$ cat src/hdl/bdpf_pkg.sv
package bdpf_pkg;

    localparam int DATA_W       = 16;
    localparam int ERR_W        = DATA_W + 1;
    localparam int INTEG_W_DEF  = 32;
    localparam int PI_SHIFT     = 10;
    localparam int STEPS        = DATA_W;
    localparam int STEP_CNT_W   = $clog2(STEPS);
    localparam int CFG_ADDR_W   = 3;

    localparam logic [DATA_W-1:0] VREF_RST     = 16'd5120;
    localparam logic [DATA_W-1:0] KP_RST       = 16'd3277;
    localparam logic [DATA_W-1:0] KI_RST       = 16'd66;
    localparam logic [DATA_W-1:0] DUTY_MAX_RST = 16'd62259;
    localparam logic [DATA_W-1:0] DUTY_MIN_RST = 16'd0;
    localparam logic [DATA_W-1:0] DUTY_FULL    = {DATA_W{1'b1}};

    typedef enum logic [CFG_ADDR_W-1:0] {
        REG_VREF     = 3'd0,
        REG_KP       = 3'd1,
        REG_KI       = 3'd2,
        REG_DUTY_MAX = 3'd3,
        REG_DUTY_MIN = 3'd4
    } reg_idx_t;

    typedef enum logic [1:0] {
        STAT_NORMAL   = 2'd0,
        STAT_CLAMP_HI = 2'd1,
        STAT_CLAMP_LO = 2'd2,
        STAT_VIN_ZERO = 2'd3
    } status_t;

    typedef enum logic [1:0] {
        ST_IDLE,
        ST_RUN,
        ST_DONE
    } state_t;

    // Control shared by the serial units
    typedef struct packed {
        logic start;
        logic step;
    } ctl_t;

endpackage

$ cat src/hdl/bdpf_div.sv
// Restoring divider, one quotient bit per step.
// Computes (dvd << 16) / dvs for dvd < dvs.
module bdpf_div
    import bdpf_pkg::*;
(
    input  logic              aclk,
    input  ctl_t              ctl,
    input  logic [DATA_W-1:0] dvd,
    input  logic [DATA_W-1:0] dvs,
    output logic [DATA_W-1:0] quo
);

    logic [DATA_W-1:0] rem_reg, rem_next;
    logic [DATA_W-1:0] dvs_reg, dvs_next;
    logic [DATA_W-1:0] quo_reg, quo_next;
    logic [DATA_W:0]   rem_sh;
    logic [DATA_W-1:0] diff;
    logic              ge;

    always_comb begin
        rem_sh   = {rem_reg, 1'b0};
        ge       = rem_sh >= {1'b0, dvs_reg};
        // The remainder stays below dvs, so the low bits carry the whole difference
        diff     = rem_sh[DATA_W-1:0] - dvs_reg;
        rem_next = rem_reg;
        dvs_next = dvs_reg;
        quo_next = quo_reg;
        if (ctl.start) begin
            rem_next = dvd;
            dvs_next = dvs;
            quo_next = '0;
        end else if (ctl.step) begin
            rem_next = ge ? diff : rem_sh[DATA_W-1:0];
            quo_next = {quo_reg[DATA_W-2:0], ge};
        end
    end

    always_ff @(posedge aclk) begin
        rem_reg <= rem_next;
        dvs_reg <= dvs_next;
        quo_reg <= quo_next;
    end

    assign quo = quo_reg;

endmodule

$ cat src/hdl/bdpf_mac.sv
// Bit-serial dual multiply-accumulate: kp*err + ki*integ, gain bits MSB first.
// Output is the sum shifted right arithmetically by PI_SHIFT.
module bdpf_mac
    import bdpf_pkg::*;
#(
    parameter int INTEGRAL_BITS = INTEG_W_DEF
) (
    input  logic                                         aclk,
    input  ctl_t                                         ctl,
    input  logic signed [ERR_W-1:0]                      err,
    input  logic signed [INTEGRAL_BITS-1:0]              integ,
    input  logic        [DATA_W-1:0]                     kp,
    input  logic        [DATA_W-1:0]                     ki,
    output logic signed [INTEGRAL_BITS+18-PI_SHIFT-1:0]  pi
);

    localparam int ACC_W = INTEGRAL_BITS + 18;

    logic signed [ERR_W-1:0]         err_reg, err_next;
    logic signed [INTEGRAL_BITS-1:0] integ_reg, integ_next;
    logic        [DATA_W-1:0]        kp_reg, kp_next;
    logic        [DATA_W-1:0]        ki_reg, ki_next;
    logic signed [ACC_W-1:0]         acc_reg, acc_next;
    logic signed [ACC_W-1:0]         add_p, add_i;

    always_comb begin
        add_p      = kp_reg[DATA_W-1] ? ACC_W'(err_reg) : '0;
        add_i      = ki_reg[DATA_W-1] ? ACC_W'(integ_reg) : '0;
        err_next   = err_reg;
        integ_next = integ_reg;
        kp_next    = kp_reg;
        ki_next    = ki_reg;
        acc_next   = acc_reg;
        if (ctl.start) begin
            err_next   = err;
            integ_next = integ;
            kp_next    = kp;
            ki_next    = ki;
            acc_next   = '0;
        end else if (ctl.step) begin
            kp_next  = {kp_reg[DATA_W-2:0], 1'b0};
            ki_next  = {ki_reg[DATA_W-2:0], 1'b0};
            acc_next = (acc_reg <<< 1) + add_p + add_i;
        end
    end

    always_ff @(posedge aclk) begin
        err_reg   <= err_next;
        integ_reg <= integ_next;
        kp_reg    <= kp_next;
        ki_reg    <= ki_next;
        acc_reg   <= acc_next;
    end

    assign pi = acc_reg[ACC_W-1:PI_SHIFT];

endmodule

$ cat src/hdl/buck_duty_pi_feedforward_top.sv
// Flow: an input transfer starts 16 serial steps, after which ST_DONE forms, clamps and
//   registers the duty once the output register is free or being drained.
// A new sample is taken only in ST_IDLE, once the previous duty is registered; the 16-step
//   bit-serial divider and the bit-serial PI multiplier run side by side.
// Reset (aresetn, synchronous, active low): configuration registers take their default values,
//   the integral is cleared, no result is pending.
module buck_duty_pi_feedforward_top
    import bdpf_pkg::*;
#(
    parameter int INTEGRAL_BITS = INTEG_W_DEF
) (
    input  logic                  aclk,
    input  logic                  aresetn,
    // configuration write port
    input  logic                  cfg_we,
    input  logic [CFG_ADDR_W-1:0] cfg_addr,
    input  logic [DATA_W-1:0]     cfg_wdata,
    // sample input
    input  logic                  s_valid,
    output logic                  s_ready,
    input  logic [DATA_W-1:0]     s_vin,
    input  logic [DATA_W-1:0]     s_vout,
    input  logic                  s_clear_integral,
    // duty output
    output logic                  m_valid,
    input  logic                  m_ready,
    output logic [DATA_W-1:0]     m_duty,
    output logic [1:0]            m_status
);

    localparam int ACC_W = INTEGRAL_BITS + 18;
    localparam int PI_W  = ACC_W - PI_SHIFT;
    localparam int SUM_W = PI_W + 1;

    // ------------------------------------------------------------------
    // Configuration registers
    // ------------------------------------------------------------------
    logic [DATA_W-1:0] vref_reg, kp_reg, ki_reg, dmax_reg, dmin_reg;

    always_ff @(posedge aclk) begin
        if (!aresetn) begin
            vref_reg <= VREF_RST;
            kp_reg   <= KP_RST;
            ki_reg   <= KI_RST;
            dmax_reg <= DUTY_MAX_RST;
            dmin_reg <= DUTY_MIN_RST;
        end else if (cfg_we) begin
            unique case (cfg_addr)
                REG_VREF:     vref_reg <= cfg_wdata;
                REG_KP:       kp_reg   <= cfg_wdata;
                REG_KI:       ki_reg   <= cfg_wdata;
                REG_DUTY_MAX: dmax_reg <= cfg_wdata;
                REG_DUTY_MIN: dmin_reg <= cfg_wdata;
                default: ;    // drop writes to unknown indexes
            endcase
        end
    end

    // ------------------------------------------------------------------
    // Sequencer
    // ------------------------------------------------------------------
    state_t                  state_reg, state_next;
    logic [STEP_CNT_W-1:0]   cnt_reg, cnt_next;
    logic                    m_valid_reg, m_valid_next;
    logic [DATA_W-1:0]       duty_reg, duty_next;
    status_t                 status_reg, status_next;
    logic signed [INTEGRAL_BITS-1:0] integ_reg, integ_next;
    logic signed [ERR_W-1:0] err_reg, err_next;
    logic                    vin_zero_reg, vin_zero_next;
    logic                    ff_sat_reg, ff_sat_next;
    ctl_t                    ctl;
    logic                    in_xfer;

    logic signed [ERR_W-1:0]         err_in;
    logic signed [INTEGRAL_BITS-1:0] integ_in;
    logic [DATA_W-1:0]               quo;
    logic signed [PI_W-1:0]          pi;
    logic [DATA_W-1:0]               ff;
    logic signed [SUM_W-1:0]         sum;
    logic signed [SUM_W-1:0]         dmax_ext, dmin_ext;
    logic signed [INTEGRAL_BITS:0]   integ_sum;

    assign s_ready = (state_reg == ST_IDLE);
    assign in_xfer = s_valid && s_ready;

    // Error from this sample; integral zeroed on a clear request
    assign err_in   = $signed({1'b0, vref_reg}) - $signed({1'b0, s_vout});
    assign integ_in = s_clear_integral ? '0 : integ_reg;

    assign ctl.start = in_xfer;
    assign ctl.step  = (state_reg == ST_RUN);

    bdpf_div u_div (
        .aclk (aclk),
        .ctl  (ctl),
        .dvd  (vref_reg),
        .dvs  (s_vin),
        .quo  (quo)
    );

    bdpf_mac #(
        .INTEGRAL_BITS (INTEGRAL_BITS)
    ) u_mac (
        .aclk  (aclk),
        .ctl   (ctl),
        .err   (err_in),
        .integ (integ_in),
        .kp    (kp_reg),
        .ki    (ki_reg),
        .pi    (pi)
    );

    always_comb begin
        // Feedforward saturates whenever vref >= vin (quotient above 16 bits)
        ff        = ff_sat_reg ? DUTY_FULL : quo;
        sum       = SUM_W'($signed({1'b0, ff})) + SUM_W'(pi);
        dmax_ext  = SUM_W'($signed({1'b0, dmax_reg}));
        dmin_ext  = SUM_W'($signed({1'b0, dmin_reg}));
        integ_sum = (INTEGRAL_BITS+1)'(integ_reg) + (INTEGRAL_BITS+1)'(err_reg);

        state_next    = state_reg;
        cnt_next      = cnt_reg;
        m_valid_next  = m_valid_reg;
        duty_next     = duty_reg;
        status_next   = status_reg;
        integ_next    = integ_reg;
        err_next      = err_reg;
        vin_zero_next = vin_zero_reg;
        ff_sat_next   = ff_sat_reg;

        if (m_valid_reg && m_ready) begin
            m_valid_next = 1'b0;
        end

        unique case (state_reg)
            ST_IDLE: begin
                if (in_xfer) begin
                    integ_next    = integ_in;
                    err_next      = err_in;
                    vin_zero_next = (s_vin == '0);
                    ff_sat_next   = (vref_reg >= s_vin);
                    cnt_next      = '0;
                    state_next    = ST_RUN;
                end
            end
            ST_RUN: begin
                cnt_next = cnt_reg + 1'b1;
                if (cnt_reg == STEP_CNT_W'(STEPS - 1)) begin
                    state_next = ST_DONE;
                end
            end
            ST_DONE: begin
                // Hold until the output register is free or being drained
                if (!m_valid_reg || m_ready) begin
                    m_valid_next = 1'b1;
                    if (vin_zero_reg) begin
                        duty_next   = dmax_reg;
                        status_next = STAT_VIN_ZERO;
                    end else if (sum > dmax_ext) begin
                        duty_next   = dmax_reg;
                        status_next = STAT_CLAMP_HI;
                    end else if (sum < dmin_ext) begin
                        duty_next   = dmin_reg;
                        status_next = STAT_CLAMP_LO;
                    end else begin
                        duty_next   = sum[DATA_W-1:0];
                        status_next = STAT_NORMAL;
                    end
                    // Saturating integral update
                    if (integ_sum[INTEGRAL_BITS] != integ_sum[INTEGRAL_BITS-1]) begin
                        integ_next = integ_sum[INTEGRAL_BITS]
                            ? {1'b1, {(INTEGRAL_BITS-1){1'b0}}}
                            : {1'b0, {(INTEGRAL_BITS-1){1'b1}}};
                    end else begin
                        integ_next = integ_sum[INTEGRAL_BITS-1:0];
                    end
                    state_next = ST_IDLE;
                end
            end
            default: state_next = ST_IDLE;
        endcase
    end

    always_ff @(posedge aclk) begin
        if (!aresetn) begin
            state_reg   <= ST_IDLE;
            cnt_reg     <= '0;
            m_valid_reg <= 1'b0;
            integ_reg   <= '0;
        end else begin
            state_reg   <= state_next;
            cnt_reg     <= cnt_next;
            m_valid_reg <= m_valid_next;
            integ_reg   <= integ_next;
        end
    end

    always_ff @(posedge aclk) begin
        duty_reg     <= duty_next;
        status_reg   <= status_next;
        err_reg      <= err_next;
        vin_zero_reg <= vin_zero_next;
        ff_sat_reg   <= ff_sat_next;
    end

    assign m_valid  = m_valid_reg;
    assign m_duty   = duty_reg;
    assign m_status = status_reg;

endmodule
$ cat config.mk
export PLATFORM = sky130hd
export DESIGN_NAME = buck_duty_pi_feedforward_top
export DESIGN_NICKNAME = d
export VERILOG_FILES = /design/src/hdl/bdpf_pkg.sv /design/src/hdl/bdpf_div.sv /design/src/hdl/bdpf_mac.sv /design/src/hdl/buck_duty_pi_feedforward_top.sv
export SDC_FILE = /design/constraint.sdc
export NUM_CORES = 1
export LEC_CHECK = 0
export CAP_MARGIN = 20
export CORE_MARGIN = 5
export CORE_UTILIZATION = 40
export CTS_BUF_LIST = sky130_fd_sc_hd__clkbuf_8
export DETAILED_ROUTE_END_ITERATION = 16
export DONT_BUFFER_PORTS = 1
export HOLD_SLACK_MARGIN = 0.05
export PLACE_DENSITY = 0.61
export SLEW_MARGIN = 40
export SYNTH_ARGS = -nofsm -noshare
export SYNTH_HDL_FRONTEND = slang
export SYNTH_HIERARCHICAL = 1
export SYNTH_SLANG_ARGS = --single-unit
export TNS_END_PERCENT = 30
$ cat constraint.sdc
create_clock -name aclk -period 6 [get_ports aclk]
set_clock_uncertainty 0.1 [all_clocks]
set_input_delay 0.6 -clock aclk [delete_from_list [all_inputs] [get_ports aclk]]
set_output_delay 0.6 -clock aclk [all_outputs]
set_load 0.02 [all_outputs]
Yosys cells after proc, flatten, opt, wreduce, memory -nomap -nowiden. Cells that the tools add are included.

Add/sub/neg operators: 7. Equal/unequal tests: 11. Reductions and logical operators: 21. Multiplexer cells: 30. $lt $le $gt $ge: 4.

Operators with widths (number): $mux W16 (11); $mux W32 (5); $add A50 B50 Y50 (2); $mux W50 (2); $pmux W32 S2 (1); $add A17 B40 Y41 (1); $gt A41 B17 Y1 (1); $lt A41 B17 Y1 (1); $add A32 B17 Y33 (1); $ge A17 B16 Y1 (1); $sub A16 B16 Y17 (1); $ge A16 B16 Y1 (1); $logic_not A16 Y1 (1); $reduce_and A2 Y1 (8); $sub A16 B16 Y16 (1); $mux W2 (5); $pmux W4 S2 (1); $eq A3 B2 Y1 const B (2); $pmux W2 S3 (1); $reduce_and A3 Y1 (2); $reduce_bool A2 Y1 (3); $add A4 B1 Y4 const B (1); $eq A4 B4 Y1 const B (1); $mux W4 (1); 14 further kinds (18).

Bits in registers: 335. Output and inout bits: 20. Input port bits: 57.

Longest topological paths before layout. Gate-level depths: netlist of the first run.

Depth after elaboration: 6. Depth in mapped cells: 21.

Modules after synthesis. Netlist of the first run, hierarchy kept.

By module, submodules not included: buck_duty_pi_feedforward_top (instances 1, sequential area each 3493.4 um2, cells each 1408, area each 11383.4 um2); bdpf_mac (instances 1, sequential area each 3433.3 um2, cells each 926, area each 9141.3 um2); bdpf_div (instances 1, sequential area each 1281.2 um2, cells each 260, area each 2772.7 um2).

Worst setup path after synthesis of the first run. OpenSTA, ideal clock, no wires.

Path kind: flip-flop to flip-flop. Start point: register ff_sat_reg. End point: register duty_reg[0], in the netlist m_duty[0] (data pin). Path buffers: 1. Library setup time: 260 ps. Period minus slack after synthesis: 4677 ps. Stages on the path, launching flop included: 21. Slack: 1323 ps. Data required time: 5640 ps. Arrival time: 4317 ps. Cells stage by stage: edfxtp_1 clkbuf_1 or2_2 ha_1 fa_1 a21oi_1 o21ai_2 a21oi_1 o21ai_0 a21oi_1 xnor2_1 ha_1 nand2_1 nor4_1 a2111oi_0 o21ai_0 a21oi_1 a311o_1 nand4_2 a21oi_4 mux2_4.

Word-level cells in the longest chain between the ends: 6. Elaborated cells between the ends (all ways): 7.

RTL lines: from (decl) (line buck_duty_pi_feedforward_top.sv:70) `logic ff_sat_reg, ff_sat_next;`; from (signal assigned) (line buck_duty_pi_feedforward_top.sv:203) `ff_sat_reg <= ff_sat_next;`; $mux W16 * (line buck_duty_pi_feedforward_top.sv:115) `ff = ff_sat_reg ? DUTY_FULL : quo;`; $add A17 B40 Y41 * (line buck_duty_pi_feedforward_top.sv:116) `sum = SUM_W'($signed({1'b0, ff})) + SUM_W'(pi);`; $lt A41 B17 Y1 (line buck_duty_pi_feedforward_top.sv:162) `end else if (sum < dmin_ext) begin`; $mux W16 (line buck_duty_pi_feedforward_top.sv:162); $mux W16 * (line buck_duty_pi_feedforward_top.sv:159) `end else if (sum > dmax_ext) begin`; $mux W16 * (line buck_duty_pi_feedforward_top.sv:156) `if (vin_zero_reg) begin`; to (signal assigned) (line buck_duty_pi_feedforward_top.sv:199) `duty_reg <= duty_next;`; to (decl) (line buck_duty_pi_feedforward_top.sv:65) `logic [DATA_W-1:0] duty_reg, duty_next;`.

Every way passes the cells marked *; elsewhere a longest branch is shown, timed or not. A chain may end at the register's enable or synchronous reset.

Worst setup path in the final report of the first run.
Start point: register ff_sat_reg. End point: register duty_reg[4], in the netlist m_duty[4] (data pin).

Same word-level chain as after synthesis.

==> results of run 1 <==
## cell families (layout without fill, tap and decap cells)
family                   Yosys count  after routing
multiplexers                     120            120
XOR/XNOR                         137            137
flip-flops                       335            335
adder cells (fa/ha/maj)          231            231
AND/OR/NAND/NOR                  803            803
buffers and inverters            295            314
AO/OA/AOI/OAI                    673            673
## power groups by stage
stage	logic, uW	clock network, uW	registers (uW)
2_1_floorplan	3360	0	2870
3_3_place_gp	3820	0	3090
3_5_place_dp	3900	0	3090
4_1_cts	3960	2450	3050
5_1_grt	4450	2560	3080
6_report	3980	2380	3040
## worst max-delay path, cell delays in order, from the launching register on
cell and delay, ns:
edfxtp_1 0.55, or2_2 0.36, ha_1 0.23, fa_1 0.41, a21oi_1 0.29, o21ai_2 0.16
a21oi_1 0.24, o21ai_0 0.13, a21oi_1 0.18, xnor2_1 0.22, ha_1 0.31, nand2_1 0.09
nor4_1 0.05, a2111oi_0 0.32, o21ai_0 0.15, a21oi_1 0.14, a311o_1 0.20, nand4_2 0.13
a21oi_4 0.41, buf_4 0.26, mux2i_1 0.21
## layout make-up
type | instances | area, um^2
timing repair buffer | 57 | 554
tap | 765 | 957
sequential | 335 | 8210
multi-input combinational | 1964 | 13800
clock inverter | 37 | 349
inverter | 149 | 564
fill | 5688 | 32300
clock buffer | 71 | 977
## how the worst max path moves through the flow
stage | end | slack, ns | startpoint | depth (start not counted)
global route | m_duty[12] | 0.26 | ff_sat_reg | 20
detailed placement | m_duty[6] | 0.78 | ff_sat_reg | 20
floorplan | m_duty[0] | 1.32 | ff_sat_reg | 20
global placement | m_duty[6] | 0.84 | ff_sat_reg | 20
CTS | m_duty[6] | 0.72 | ff_sat_reg | 20
finish | m_duty[4] | 0.69 | ff_sat_reg | 20
## routing by layer
| layer | vias up | routed length, um | share of wire |
|---|---|---|---|
| li1 | 9176 | - | - |
| met1 | 9097 | 29000 | 0.45 |
| met2 | 576 | 30000 | 0.46 |
| met3 | 106 | 3880 | 0.060 |
| met4 | 0 | 1560 | 0.024 |
| met5 | - | 0 | 0 |
## layout by cell type, fill, tap and decap left out, types with 24 or more instances in the layout
master           n
a21o_1          93
a21oi_1        242
and2_1          58
clkbuf_8        71
dfxtp_1        185
dlygate4sd3_1   36
edfxtp_1       150
ha_1           210
inv_1          161
mux2_2          32
mux2i_1         84
nand2_1        288
nand3_1         52
nor2_1         187
nor2b_1         32
nor3_1          31
o21ai_0         97
o22ai_1         25
or2_2           24
xnor2_1         98
xor2_1          39
## metrics by stage
stage	std cells	area [um^2]	hold WS, ns	util	worst slack [ns]
final	3378	25400	0.120	0.440	0.687
after global routing	3378	25400	0.0634	0.440	0.258
after CTS	3378	25400	0.0504	0.440	0.722
after detailed placement	3232	23700	0.345	0.410	0.781
after global placement	3231	23700	0.338	0.410	0.844
after floorplan	2594	23300	0.332	-	1.32
==> results_dict.tcl, run 1 <==
set metrics [dict create \
    grt-busiest-layer "met2" \
    synth-adder-area-share 0.130 \
    firstDrtPassIters 6 \
    track_usage 0.198 \
    yosysSeqAreaShare 0.352 \
    synth_xor_area_frac 0.0515 \
    power.share.clock 0.253 \
    combPwrFrac 0.423 \
    grt_max_degree 69 \
    synth_edf_count 150 \
    use_met3 0.0321 \
    p_total_uw 9400 \
    cp_max_fo 16 \
    syn_avg_cell_area_um2 8.98 \
    timing.slew.headroom 0.448 \
    via_per_inst 5.61 \
    seq_power_share 0.324 \
    drv_slew 0 \
    dieHeight_um 251 \
    rr_startpoint "ff_sat_reg" \
    fp.dieW_um 251 \
    drv_cap 0 \
    largest_reg_flops 50 \
    min_period_ns 5.31 \
    switchingPower_uw 3680 \
    synth_compound_area_frac 0.189 \
    hold_viol_final 0 \
    synthMuxAreaShare 0.0539 \
    cts_setup_buffers 0 \
    synth_top_area_cell "edfxtp_1" \
    worstPathRequired_ns 6.39 \
    worstHoldPathType "in -> reg" \
    drc 0 \
    holdBufCountCts 38 \
    synth_top_area_share 0.193 \
    synthesis.area_mm2 0.0233 \
    min_to "ki_reg[6]" \
    p_leak_uw 0.0109 \
    post-dp-hpwl_um 46800 \
    antenna_found_initial 0 \
    p_int_uw 5720 \
    num_rows 88 \
    worst_r2r_path_depth 20 \
    syn-num-nets 2881 \
    clock_latency_ns 0.66 \
    clock_sinks 335 \
    nNetsFinal 2852 \
    switching_share 0.392 \
    synth_ff_type "dfxtp_1" \
    io_buffers 0 \
    cp_data_arrival_time_ns 5.70 \
    area_delta_synth_final_pct 9.09 \
    synth.most_common_cell "nand2_1" \
    vdd_drop_max_mv 0.227 \
    period_share 0.886 \
    drive_gt1_frac 0.0903 \
    tns_ns 0 \
    clk_path_buf_depth 3 \
    rrSetupSlack_ns 0.69 \
    die-area_mm2 0.0632 \
    regToRegEndpoint "m_duty[4]" \
    rsz0062_at_grt "no" \
    use_met1 0.268 \
    yosys_register_bits 335 \
    wl_per_cell_um 19.1 \
    drt_wl_total_um 64400 \
    cts_tree "yes" \
    htreeDepth 2 \
    syn_inst 2594 \
    fmax_mhz 188 \
    grt_pass1_wl_um 102000 \
    path_class "reg -> reg" \
    synthArstFlopShare 0 \
    numCtsBuffers 58 \
    start_util 0.404 \
    worstHoldStart "aresetn" \
    grt_util_met2 0.328 \
    cp-end-kind "register" \
    ys_warn_count 6 \
    worstMarginPinSlew_ns 0.825 \
    synthSimpleGateAreaFrac 0.166 \
    grt_pass1_vias 18800 \
    clk_pin_slew_ns 0.06 \
    antenna_left 0 \
    cts-root-buf "clkbuf_8" \
    hold_depth 2 \
    overflow 0 \
    cts_resized 0 \
    ioPinCount 77 \
    antenna_cells 0 \
    startpoint_type "register" \
    core_area_mm2 0.0577 \
    synth_area_leaders "edfxtp_1 (19%), dfxtp_1 (16%), ha_1 (11%)" \
    synth_top_family_by_area "compound AO/OA/AOI/OAI gates" \
    yosysUniqueCellTypes 109 \
    vias 19000 \
    synth_top_cells_by_count "nand2_1 (290), a21oi_1 (242), ha_1 (210)" \
    setup_viol 0 \
    power_per_cell_area_mw_per_mm2 370 \
    drt-initial-drc-count 1428 \
    outcome "complete, no violations" \
    place_congestion 0.880 \
]
Power figures use the tool's default switching activity.
==> inputs of run 2 (changes only) <==
- ABC_AREA: unset -> 1
- REMOVE_ABC_BUFFERS: unset -> 1
- SYNTH_HIERARCHICAL: 1 -> unset
==> run 2 against run 1 <==
Count of clock-buffer cells in the layout down 4. Wire length increased by 8.1%. Fmax rose by 5.9%. Largest cell class unchanged. Largest power group unchanged. Final area is 2.4% higher. Global-route usage rose by 1.5 points. Sequential power shrank 3%. Combinational power rose by 35%. Setup slack improved by 0.30 ns. Area after synthesis rose by 0.70%. Highest routed layer unchanged. Final cell count up 23%.
==> results_dict.tcl, run 2 <==
set metrics [dict create \
    worstHoldStart "s_valid" \
    dieHeight_um 252 \
    ys_warn_count 0 \
    synth_area_leaders "edfxtp_1 (17%), dfxtp_1 (16%), nand2_1 (13%)" \
    largest_reg_flops 50 \
    timing.slew.headroom 0.476 \
    clk_pin_slew_ns 0.06 \
    synth_top_area_cell "edfxtp_1" \
    setup_viol 0 \
    htreeDepth 2 \
    worst_r2r_path_depth 17 \
    drt_wl_total_um 69700 \
    drv_cap 0 \
    fmax_mhz 199 \
    regToRegEndpoint "u_mac.acc_reg[42]" \
    cp-startpoint "u_mac.err_reg[16]" \
    regArea_mm2 0.00770 \
    synth_xor_area_frac 0.0336 \
    yosysUniqueCellTypes 48 \
    overflow 0 \
    track_usage 0.213 \
    synth_top_cells_by_count "nand2_1 (806), inv_1 (538), nor2_1 (315)" \
    synthSimpleGateAreaFrac 0.239 \
    p_leak_uw 0.0126 \
    num_rows 88 \
    grt_pass1_vias 20300 \
    cp_max_fo 19 \
    synth_top_area_share 0.170 \
    cts-root-buf "clkbuf_8" \
    synthMuxAreaShare 0.000427 \
    vias 21300 \
    vdd_drop_max_mv 0.178 \
    start_util 0.405 \
    numCtsBuffers 59 \
    synth-adder-area-share 0.140 \
    multiInputGateArea_mm2 0.0134 \
    final_common_cell "nand2_1" \
    io_buffers 0 \
    outcome "complete, no violations" \
    synth.most_common_cell "nand2_1" \
    nNetsFinal 3622 \
    grt_max_degree 101 \
    final_core_util 0.449 \
    drv_slew 0 \
    cts_tree "yes" \
    antenna_found_initial 1 \
    synth_edf_count 133 \
    hold_depth 2 \
    worstMarginPinSlew_ns 0.783 \
    syn_inst 3301 \
    cp-end-kind "register" \
    place_area_mm2 0.0242 \
    drive_gt1_frac 0.0476 \
    worstHoldPathType "in -> reg" \
    hold_viol_final 0 \
    clk_path_buf_depth 3 \
    synth_ff_type "dfxtp_1" \
    worst_hold_slack_ns 0.141 \
    synthesis.area_mm2 0.0235 \
    synth_top_family_by_area "simple AND/OR/NAND/NOR gates" \
    syn_avg_cell_area_um2 7.11 \
    yosys_register_bits 318 \
    firstDrtPassIters 8 \
    ioPinCount 77 \
    yosysSeqAreaShare 0.328 \
    cp_data_arrival_time_ns 5.49 \
    drc 0 \
    fillers 6049 \
    grt_pass1_wl_um 110000 \
    fp.dieW_um 252 \
    min_to "state_reg[1]" \
    clock_sinks 318 \
    synthArstFlopShare 0 \
    rsz0062_at_grt "no" \
    min_period_ns 5.02 \
    wl_per_cell_um 16.8 \
    post-route-cell-area_mm2 0.0260 \
    rr_startpoint "u_mac.err_reg[16]" \
    area_delta_synth_final_pct 10.9 \
    tns_ns 0 \
    core_area_mm2 0.0579 \
    period_share 0.836 \
    drt-initial-drc-count 1702 \
    worstPathRequired_ns 6.47 \
    clock_latency_ns 0.70 \
    rrSetupSlack_ns 0.98 \
    power_per_cell_area_mw_per_mm2 411 \
    post-dp-hpwl_um 51800 \
    path_class "reg -> reg" \
    antenna_left 0 \
    p_total_uw 10700 \
    cts_resized 0 \
    cts_setup_buffers 0 \
    die-area_mm2 0.0636 \
    via_per_inst 5.13 \
    synth_compound_area_frac 0.156 \
    layout_common_cells "nand2_1 (804), inv_1 (553), nor2_1 (311)" \
    place_congestion 0.960 \
    startpoint_type "register" \
]
-- run 2: changes by cell type after synthesis, sizes merged, moves of 34 or more --
cell,previous run,this run
a21o,95,13
and2,60,1
buf,61,13
inv,148,541
mux2,35,0
mux2i,85,1
nand2,291,810
nand3,54,130
nor2,190,327
nor2b,34,0
o21ai,115,269
xnor2,98,33
-- run 2: kinds of logic (layout without fill, tap and decap cells) --
kind of cell | count (synthesis) | after routing
muxes | 1 | 1
adders and majority gates | 231 | 231
xor gates and xnor gates | 90 | 90
buffers and inverters | 633 | 717
DFF | 318 | 318
AOI/OAI and AO/OA | 663 | 663
and+or+nand+nor | 1365 | 1365
other | 0 | 1
-- run 2: worst max-delay path: stages, from the launching register on --
cell and delay [ns]:
edfxtp_1 0.76, nand2_1 0.12, buf_4 0.27, inv_1 0.25, buf_4 0.32, fa_1 0.47
ha_1 0.42, nand2_1 0.11, nor2_1 0.27, inv_1 0.12, nor4_1 0.62, nand3_1 0.29
nand3_1 0.29, nand2_1 0.09, o211ai_1 0.11, xor2_1 0.10, o21bai_1 0.14, inv_1 0.05
-- run 2: metal layers --
metal | track usage | share of wire
met5 | 0 | 0
met4 | 0.0634 | 0.030
met3 | 0.0375 | 0.063
met2 | 0.342 | 0.44
met1 | 0.295 | 0.46
-- run 2: report_power, final --
| part | total [uW] | internal, uW | switching (uW) | leakage [uW] |
|---|---|---|---|---|
| logic | 5370 | 1850 | 3510 | 0.00899 |
| registers | 2940 | 2640 | 300 | 0.00281 |
| clock network | 2380 | 1350 | 1030 | 0.000751 |
| total | 10700 | 5850 | 4840 | 0.0126 |
-- run 2: timing repair --
| action | 4_1_cts | 5_1_grt |
|---|---|---|
| hold endpoints to repair | 160 | 0 |
| endpoints found under the setup margin | 0 | 0 |
| hold buffers | 40 | 0 |
-- run 2: per-stage QoR --
stage               setup slack [ns]  cells
finish                         0.982   4151
global route                   0.716   4151
CTS                             1.15   4150
global placement                1.07   3998
floorplan                     -0.466   3214
detailed placement              1.15   3998
-- run 2: how the worst max path moves through the flow --
stage | endpoint | cells after the start
6_report | u_mac.acc_reg[42] | 17
5_1_grt | u_mac.acc_reg[48] | 19
4_1_cts | u_mac.acc_reg[42] | 17
3_5_place_dp | u_mac.acc_reg[42] | 17
3_3_place_gp | u_mac.acc_reg[34] | 16
2_1_floorplan | u_div.rem_reg[0] | 5
-- run 2: final cells by class --
cell class                 instances  area share
multi-input combinational       2350       0.515
sequential                       318       0.296
inverter                         546      0.0789
tap                              765      0.0368
clock buffer                      67      0.0354
timing repair buffer              59      0.0219
clock inverter                    45      0.0162
antenna                            1   0.0000962
